**src/rtl/gfp_pkg.sv**
```systemverilog
`timescale 1ns / 1ps
// ----------------------------------------------------------------------------
// gfp_pkg
// Shared constants and types for the gain frame parser.
// ----------------------------------------------------------------------------
package gfp_pkg;

  localparam logic [7:0] HDR_BYTE0 = 8'h8A;
  localparam logic [7:0] HDR_BYTE1 = 8'h8B;
  localparam logic [7:0] HDR_BYTE2 = 8'h1C;

  // payload offsets 1..12 are kept in the cell row
  localparam int unsigned GAIN_DEPTH = 12;
  localparam int unsigned CNT_W      = 5;

  // cell holding payload offset off (1..12) once the row is filled
  function automatic int unsigned cell_of(input int unsigned off);
    return GAIN_DEPTH - off;
  endfunction

  typedef struct packed {
    logic shift;  // push the accepted byte into the cell row
    logic fire;   // trigger byte accepted, capture the gain words
  } gfp_ctrl_t;

endpackage

```
**src/rtl/gfp_byte_if.sv**
```systemverilog
`timescale 1ns / 1ps
// ----------------------------------------------------------------------------
// gfp_byte_if
// Received byte channel.
// ----------------------------------------------------------------------------
interface gfp_byte_if;
  logic       valid;
  logic       ready;
  logic [7:0] rx_byte;

  modport source (output valid, output rx_byte, input ready);
  modport sink   (input valid, input rx_byte, output ready);
endinterface

```
**src/rtl/gfp_gain_if.sv**
```systemverilog
`timescale 1ns / 1ps
// ----------------------------------------------------------------------------
// gfp_gain_if
// Gain result channel, five signed 16-bit gain words.
// ----------------------------------------------------------------------------
interface gfp_gain_if;
  logic               valid;
  logic               ready;
  logic signed [15:0] outer_kp;
  logic signed [15:0] outer_ki;
  logic signed [15:0] outer_kd;
  logic signed [15:0] inner_kp;
  logic signed [15:0] inner_kd;

  modport source (output valid, output outer_kp, output outer_ki, output outer_kd,
                  output inner_kp, output inner_kd, input ready);
  modport sink   (input valid, input outer_kp, input outer_ki, input outer_kd,
                  input inner_kp, input inner_kd, output ready);
endinterface

```
**src/rtl/gfp_byte_cell.sv**
```systemverilog
`timescale 1ns / 1ps
// ----------------------------------------------------------------------------
// gfp_byte_cell
// One byte cell of the payload row; loads its neighbor's byte on a shift.
// ----------------------------------------------------------------------------
module gfp_byte_cell (
  input  logic       clk_i,
  input  logic       shift_i,
  input  logic [7:0] byte_i,
  output logic [7:0] byte_o
);

  logic [7:0] byte_q;
  logic [7:0] byte_d;

  assign byte_d = shift_i ? byte_i : byte_q;

  always_ff @(posedge clk_i) begin
    byte_q <= byte_d;
  end

  assign byte_o = byte_q;

endmodule

```
**src/rtl/gfp_ctrl.sv**
```systemverilog
`timescale 1ns / 1ps
// ----------------------------------------------------------------------------
// gfp_ctrl
// Header hunt and payload sequencing for the gain frame parser.
// ----------------------------------------------------------------------------
module gfp_ctrl import gfp_pkg::*; #(
  parameter int unsigned PAYLOAD_LEN = 28
) (
  input  logic      clk_i,
  input  logic      rst_ni,
  input  logic      accept_i,
  input  logic [7:0] byte_i,
  output gfp_ctrl_t ctrl_o
);

  typedef enum logic [2:0] {
    PH_HUNT    = 3'd0,
    PH_HDR1    = 3'd1,
    PH_HDR2    = 3'd2,
    PH_COLLECT = 3'd3,
    PH_TRIGGER = 3'd4
  } phase_e;

  localparam logic [CNT_W-1:0] LenInit   = CNT_W'(PAYLOAD_LEN);
  localparam logic [CNT_W-1:0] DepthLast = CNT_W'(GAIN_DEPTH);

  phase_e           phase_q, phase_d;
  logic [CNT_W-1:0] left_q, left_d;
  logic [CNT_W-1:0] idx_q, idx_d;

  always_comb begin
    phase_d = phase_q;
    left_d  = left_q;
    idx_d   = idx_q;
    if (accept_i) begin
      case (phase_q)
        PH_HUNT: begin
          if (byte_i == HDR_BYTE0) phase_d = PH_HDR1;
        end
        PH_HDR1: begin
          phase_d = (byte_i == HDR_BYTE1) ? PH_HDR2 : PH_HUNT;
        end
        PH_HDR2: begin
          if (byte_i == HDR_BYTE2) begin
            phase_d = PH_COLLECT;
            left_d  = LenInit;
            idx_d   = '0;
          end else begin
            phase_d = PH_HUNT;
          end
        end
        PH_COLLECT: begin
          idx_d = idx_q + CNT_W'(1);
          if (left_q <= CNT_W'(1)) begin
            left_d  = '0;
            phase_d = PH_TRIGGER;
          end else begin
            left_d = left_q - CNT_W'(1);
          end
        end
        PH_TRIGGER: begin
          phase_d = PH_HUNT;
        end
        default: begin
          phase_d = PH_HUNT;
        end
      endcase
    end
  end

  // offsets 1..12 go into the cell row, offset 0 and the tail are dropped
  assign ctrl_o.shift = accept_i && (phase_q == PH_COLLECT) &&
                        (idx_q != '0) && (idx_q <= DepthLast);
  assign ctrl_o.fire  = accept_i && (phase_q == PH_TRIGGER);

  always_ff @(posedge clk_i or negedge rst_ni) begin
    if (!rst_ni) begin
      phase_q <= PH_HUNT;
      left_q  <= '0;
      idx_q   <= '0;
    end else begin
      phase_q <= phase_d;
      left_q  <= left_d;
      idx_q   <= idx_d;
    end
  end

  a_collect_has_work: assert property (@(posedge clk_i) disable iff (!rst_ni)
    (phase_q == PH_COLLECT) |-> (left_q != '0))
    else $error("collecting with no bytes left");

  a_trigger_after_collect: assert property (@(posedge clk_i) disable iff (!rst_ni)
    $rose(phase_q == PH_TRIGGER) |-> $past(phase_q == PH_COLLECT))
    else $error("trigger phase entered outside payload");

  a_shift_fire_excl: assert property (@(posedge clk_i) disable iff (!rst_ni)
    !(ctrl_o.shift && ctrl_o.fire))
    else $error("shift and fire together");

endmodule

```
**src/rtl/gain_frame_parser.sv**
```systemverilog
`timescale 1ns / 1ps
// ----------------------------------------------------------------------------
// gain_frame_parser
// Hunts for the 8A 8B 1C header, shifts payload offsets 1..12 through a row
// of byte cells and emits five big-endian gain words on the trigger byte.
// ----------------------------------------------------------------------------
// latency: the result is valid the cycle after the trigger byte transfer
// throughput: one byte per cycle; a byte is taken whenever the output
//   register is empty or is being drained in the same cycle
// reset: async active low; clears the phase, counters and output valid,
//   the cell row holds no reset value and is refilled by every frame
module gain_frame_parser import gfp_pkg::*; #(
  parameter int unsigned PAYLOAD_LEN = 28
) (
  input  logic        clk_i,
  input  logic        rst_ni,
  gfp_byte_if.sink    rx_i,
  gfp_gain_if.source  gain_o
);

  localparam int unsigned CellKp0 = cell_of(1);
  localparam int unsigned CellKi0 = cell_of(3);
  localparam int unsigned CellKd0 = cell_of(5);
  localparam int unsigned CellIp0 = cell_of(7);
  localparam int unsigned CellId0 = cell_of(11);

  gfp_ctrl_t  ctrl;
  logic       accept;
  logic [7:0] cell_q [GAIN_DEPTH];

  logic               out_valid_q, out_valid_d;
  logic signed [15:0] outer_kp_q, outer_ki_q, outer_kd_q, inner_kp_q, inner_kd_q;

  assign rx_i.ready = !out_valid_q || gain_o.ready;
  assign accept     = rx_i.valid && rx_i.ready;

  gfp_ctrl #(
    .PAYLOAD_LEN(PAYLOAD_LEN)
  ) u_ctrl (
    .clk_i    (clk_i),
    .rst_ni   (rst_ni),
    .accept_i (accept),
    .byte_i   (rx_i.rx_byte),
    .ctrl_o   (ctrl)
  );

  // new bytes enter at cell 0 and move one cell up per stored byte
  for (genvar k = 0; k < GAIN_DEPTH; k++) begin : g_cell
    logic [7:0] cell_in;
    if (k == 0) begin : g_head
      assign cell_in = rx_i.rx_byte;
    end else begin : g_link
      assign cell_in = cell_q[k-1];
    end
    gfp_byte_cell u_cell (
      .clk_i   (clk_i),
      .shift_i (ctrl.shift),
      .byte_i  (cell_in),
      .byte_o  (cell_q[k])
    );
  end

  always_comb begin
    out_valid_d = out_valid_q;
    if (gain_o.ready) out_valid_d = 1'b0;
    if (ctrl.fire)    out_valid_d = 1'b1;
  end

  always_ff @(posedge clk_i or negedge rst_ni) begin
    if (!rst_ni) begin
      out_valid_q <= 1'b0;
    end else begin
      out_valid_q <= out_valid_d;
    end
  end

  always_ff @(posedge clk_i) begin
    if (ctrl.fire) begin
      outer_kp_q <= {cell_q[CellKp0], cell_q[CellKp0-1]};
      outer_ki_q <= {cell_q[CellKi0], cell_q[CellKi0-1]};
      outer_kd_q <= {cell_q[CellKd0], cell_q[CellKd0-1]};
      inner_kp_q <= {cell_q[CellIp0], cell_q[CellIp0-1]};
      inner_kd_q <= {cell_q[CellId0], cell_q[CellId0-1]};
    end
  end

  assign gain_o.valid    = out_valid_q;
  assign gain_o.outer_kp = outer_kp_q;
  assign gain_o.outer_ki = outer_ki_q;
  assign gain_o.outer_kd = outer_kd_q;
  assign gain_o.inner_kp = inner_kp_q;
  assign gain_o.inner_kd = inner_kd_q;

  a_result_from_fire: assert property (@(posedge clk_i) disable iff (!rst_ni)
    $rose(out_valid_q) |-> $past(ctrl.fire))
    else $error("result raised without a trigger byte");

  a_no_overwrite: assert property (@(posedge clk_i) disable iff (!rst_ni)
    (out_valid_q && !gain_o.ready) |-> !ctrl.fire)
    else $error("pending result overwritten");

  a_cells_hold: assert property (@(posedge clk_i) disable iff (!rst_ni)
    !accept |=> $stable(cell_q[0]) && $stable(cell_q[GAIN_DEPTH-1]))
    else $error("cell row moved without a transfer");

endmodule

```
**src/flat_wrapper.sv**
```systemverilog
// flat-port wrapper written by rule: the top's interface ports become plain ports
module gain_frame_parser_flat import gfp_pkg::*;
#(
  parameter int unsigned PAYLOAD_LEN = 28
)
  (clk_i, rst_ni, rx_i_valid, rx_i_rx_byte, rx_i_ready, gain_o_valid, gain_o_outer_kp, gain_o_outer_ki, gain_o_outer_kd, gain_o_inner_kp, gain_o_inner_kd, gain_o_ready);
  gfp_byte_if rx_i_i ();
  gfp_gain_if gain_o_i ();
  input  logic clk_i;
  input  logic rst_ni;
  input wire logic [$bits(rx_i_i.valid)-1:0] rx_i_valid;
  input wire logic [$bits(rx_i_i.rx_byte)-1:0] rx_i_rx_byte;
  output wire logic [$bits(rx_i_i.ready)-1:0] rx_i_ready;
  output wire logic [$bits(gain_o_i.valid)-1:0] gain_o_valid;
  output wire logic [$bits(gain_o_i.outer_kp)-1:0] gain_o_outer_kp;
  output wire logic [$bits(gain_o_i.outer_ki)-1:0] gain_o_outer_ki;
  output wire logic [$bits(gain_o_i.outer_kd)-1:0] gain_o_outer_kd;
  output wire logic [$bits(gain_o_i.inner_kp)-1:0] gain_o_inner_kp;
  output wire logic [$bits(gain_o_i.inner_kd)-1:0] gain_o_inner_kd;
  input wire logic [$bits(gain_o_i.ready)-1:0] gain_o_ready;
  assign rx_i_i.valid = rx_i_valid;
  assign rx_i_i.rx_byte = rx_i_rx_byte;
  assign rx_i_ready = rx_i_i.ready;
  assign gain_o_valid = gain_o_i.valid;
  assign gain_o_outer_kp = gain_o_i.outer_kp;
  assign gain_o_outer_ki = gain_o_i.outer_ki;
  assign gain_o_outer_kd = gain_o_i.outer_kd;
  assign gain_o_inner_kp = gain_o_i.inner_kp;
  assign gain_o_inner_kd = gain_o_i.inner_kd;
  assign gain_o_i.ready = gain_o_ready;
  gain_frame_parser #(.PAYLOAD_LEN(PAYLOAD_LEN)) u_core (.clk_i(clk_i), .rst_ni(rst_ni), .rx_i(rx_i_i), .gain_o(gain_o_i));
endmodule
```
**config.mk**
```make
export PLATFORM = sky130hd
export DESIGN_NAME = gain_frame_parser_flat
export DESIGN_NICKNAME = d
export VERILOG_FILES = /design/src/rtl/gfp_pkg.sv /design/src/rtl/gfp_byte_if.sv /design/src/rtl/gfp_gain_if.sv /design/src/rtl/gfp_byte_cell.sv /design/src/rtl/gfp_ctrl.sv /design/src/rtl/gain_frame_parser.sv /design/src/flat_wrapper.sv
export SDC_FILE = /design/constraint.sdc
export NUM_CORES = 1
export LEC_CHECK = 0
export BUFFER_PORTS_ARGS = -buffer_cell sky130_fd_sc_hd__buf_2
export CORE_MARGIN = 3
export CORE_UTILIZATION = 30
export DETAILED_ROUTE_END_ITERATION = 6
export GPL_ROUTABILITY_DRIVEN = 1
export GPL_TIMING_DRIVEN = 0
export MAX_ROUTING_LAYER = met4
export PLACE_DENSITY = 0.49
export SETUP_SLACK_MARGIN = 0.5
export SLEW_MARGIN = 10
export SYNTH_ARGS = -nofsm -noshare
export SYNTH_HDL_FRONTEND = slang
export SYNTH_SLANG_ARGS = --single-unit
```
**constraint.sdc**
```tcl
create_clock -name clk_i -period 16 [get_ports clk_i]
set_input_delay 0 -clock clk_i [delete_from_list [all_inputs] [get_ports clk_i]]
set_output_delay 0 -clock clk_i [all_outputs]
set_load 0.005 [all_outputs]
```
==> metrics.txt <==
post_cts resized 0; Syn. warnings 0; CTS tree built; Synth top area share 85.6%; unrepaired setup endpoints after global routing no; Max Clock Freq 299 MHz; # rows 51; period utilization a little over a fifth; Leak 2.83 nW; Die Area roughly 22000 um^2; vias per std cell between 4 and 5; Hold Slack 0.0545 ns; Final GP Congestion approximately 0.76; hold_sp gain_o_ready; placed cell count 657; number of antenna violations at the first check in global routing 0; final max-slew violation count 0; CP endpoint kind flop; first-pass GRT wire length roughly 16000 um; drt first pass iters 4; sequential area share after synthesis 91.3%; number of I/O pins 94; R2R Path Start u_core.u_ctrl.phase_q[2]$_DFFE_PN0P_; Area growth syn-to-layout 28.5%; DR WL/cell 14.7 um; vias 2931; dpl cell area 7170 um^2; total power ~0.99 mW; vias in the first global route 2989; H-Tree Depth 4; Critical Path Source Type flop; worst-path fanout max 8; Max Clock Skew between 0.015 and 0.02 ns; Final Setup Violations 0; ys async rst share 7.37%; Post-Syn Nets between 200 and 300; initial core utilization 31.1%; commonest cells in the netlist edfxtp_1 (176), dfrtp_1 (14), nor2_1 (11); Worst-Margin Slew 0.715 ns; Worst-Skew Late Latency 0.42 ns; Unique masters post-synth 40; Synth area leader edfxtp_1; Post-Syn Instances 270; reg2reg path depth 10; arrival time at the worst endpoint 3.46 ns; main area contributors after synthesis edfxtp_1 (86%), dfrtp_1 (5.7%), ha_1 (0.81%); CP Class flop to flop; Die X 149 um; Crit path required time approximately 16 ns; Inserted Clock Buffers 17; average size of a mapped cell 22.9 um^2; CTS Sinks 190; largest net degree at the start of global routing 21; Hold WC Path Type input pin to flop; MaxCap Viol Count 0; Final Hold Vio Count 0; final net count 439; Core Box Area 19800 um^2; total routed wirelength about 10000 um; R2R Setup Slk 12.66 ns; DR iter-0 viols 154; top-count cell post-synth edfxtp_1; Max VDD drop 0.0636 mV; root cell of the clock tree clkbuf_16; Pwr Density 124 nW/um^2; dpl ws 12.51 ns; R2R Path End u_core.g_cell[9].u_cell.byte_o[0]$_DFFE_PP_; ys flop type edfxtp_1; fin crit period ~3.3 ns; final cell count without fillers 701; final global-route overflow total 0; Hold Crit Endpoint u_core.gain_o.valid$_DFFE_PN0P_; Diodes inserted 0; DRT antenna net count 0; die span in y between 100 and 150 um; Residual DRC 0; status complete, no violations; Design Area, Final 7940 um^2; post-synthesis instance area 6170 um^2; worst hold stages 3; Post-synth EDFFs 176; CTS Buffer Depth 2; layout cells sized above 1 37.4%; Yosys reg bits 190; clock slew at reported path FFs about 0.070 ns; final setup margin 12.66 ns; Slew headroom 52.3%; dpl hpwl ~7300 um; GRT Util Overall 9.79%; IO Port Bufs between 90 and 100
## layout by cell type, fill, tap and decap left out, types with 2 or more instances in the layout
| cell | instances |
|---|---|
| a211oi_1 | 2 |
| nand3_1 | 4 |
| nor2_1 | 11 |
| nor3b_1 | 2 |
| nor3_1 | 2 |
| dlygate4sd3_1 | 12 |
| inv_8 | 2 |
| nand2_1 | 8 |
| mux2i_1 | 3 |
| ha_1 | 4 |
| a21oi_1 | 4 |
| edfxtp_1 | 176 |
| inv_1 | 8 |
| clkbuf_16 | 17 |
| o21ai_0 | 3 |
| o31ai_1 | 2 |
| buf_4 | 18 |
| clkinv_8 | 5 |
| buf_2 | 104 |
| inv_6 | 5 |
| nand3_2 | 2 |
| bufinv_16 | 2 |
| dfrtp_1 | 14 |
## how the worst max path moves through the flow
stage / from / endpoint / cells past startpoint
after floorplan: u_core.u_ctrl.phase_q[2]$_DFFE_PN0P_ / u_core.g_cell[0].u_cell.byte_o[0]$_DFFE_PP_ / 3
after global placement: u_core.u_ctrl.phase_q[2]$_DFFE_PN0P_ / u_core.g_cell[11].u_cell.byte_o[0]$_DFFE_PP_ / 3
after detailed placement: u_core.u_ctrl.phase_q[0]$_DFFE_PN0P_ / u_core.g_cell[11].u_cell.byte_o[0]$_DFFE_PP_ / 10
after CTS: u_core.u_ctrl.phase_q[2]$_DFFE_PN0P_ / u_core.g_cell[9].u_cell.byte_o[0]$_DFFE_PP_ / 10
after global routing: u_core.u_ctrl.phase_q[2]$_DFFE_PN0P_ / u_core.g_cell[9].u_cell.byte_o[0]$_DFFE_PP_ / 10
final: u_core.u_ctrl.phase_q[2]$_DFFE_PN0P_ / u_core.g_cell[9].u_cell.byte_o[0]$_DFFE_PP_ / 10
## cell families (layout without fill, tap and decap cells)
kind of cell / count (synthesis) / after routing / synth area share (%)
compound gates: 23 / 23 / 2.84
xor+xnor: 2 / 2 / 0.284
fa+ha+maj: 4 / 4 / 0.811
buf+inv: 8 / 174 / 0.486
flops: 190 / 190 / 91.3
mux: 3 / 3 / 0.486
simple gates: 40 / 40 / 3.81
## cell type report
cell class	count	area, um^2
inverter	8	30.0
clock buffer	17	425
tap	265	332
multi-input combinational	72	520
sequential	190	5640
fill	1785	11900
timing repair buffer	134	776
clock inverter	15	216
## worst max-delay path, cell delays in order (launching register included)
cell and delay (ns):
dfrtp_1 0.49, and3b_2 0.31, nand3_2 0.18, a2111oi_2 0.68, buf_4 0.28, buf_2 0.22
buf_4 0.20, buf_4 0.16, buf_4 0.15, buf_4 0.16, buf_2 0.20
## report_power, final
group | leakage, nW | internal, mW | switching (mW)
Clock | 0.311 | 0.242 | 0.199
Sequential | 1.75 | 0.535 | 0.00174
Combinational | 0.776 | 0.00487 | 0.00386
Total | 2.83 | 0.782 | 0.205
## per-stage QoR
| stage | util, % | TNS (ns) |
|---|---|---|
| global route | 40.0 | 0 |
| global placement | 35.1 | -177.38 |
| floorplan | - | 0 |
| CTS | 40.0 | 0 |
| detailed placement | 36.1 | 0 |
| finish | 40.0 | 0 |
## sequential cells by signal (all words and copies together) (netlist names)
register	count
u_core.u_ctrl.phase_q	3
u_core.u_ctrl.left_q	5
u_core.u_ctrl.idx_q	5
u_core.gain_o.outer_ki	16
u_core.gain_o.inner_kp	16
u_core.gain_o.valid	1
u_core.gain_o.inner_kd	16
u_core.gain_o.outer_kd	16
u_core.gain_o.outer_kp	16
u_core.g_cell.u_cell.byte_o	96
## layer usage
layer,wire [um],share of wire (%),track usage (%),vias to the layer above
met4,95,0.92,3.75,0
met1,4870,47,12.8,1456
met3,558,5.4,3.09,11
met5,0,0,-,-
met2,4750,46,14.4,86
li1,-,-,-,1378
## what timing repair did
item | in CTS | in global routing
buffers inserted | 0 | 0
hold buffers | 12 | 0
endpoints found under the hold margin | 23 | 0
Note: power is estimated with default switching activity, not from simulation.
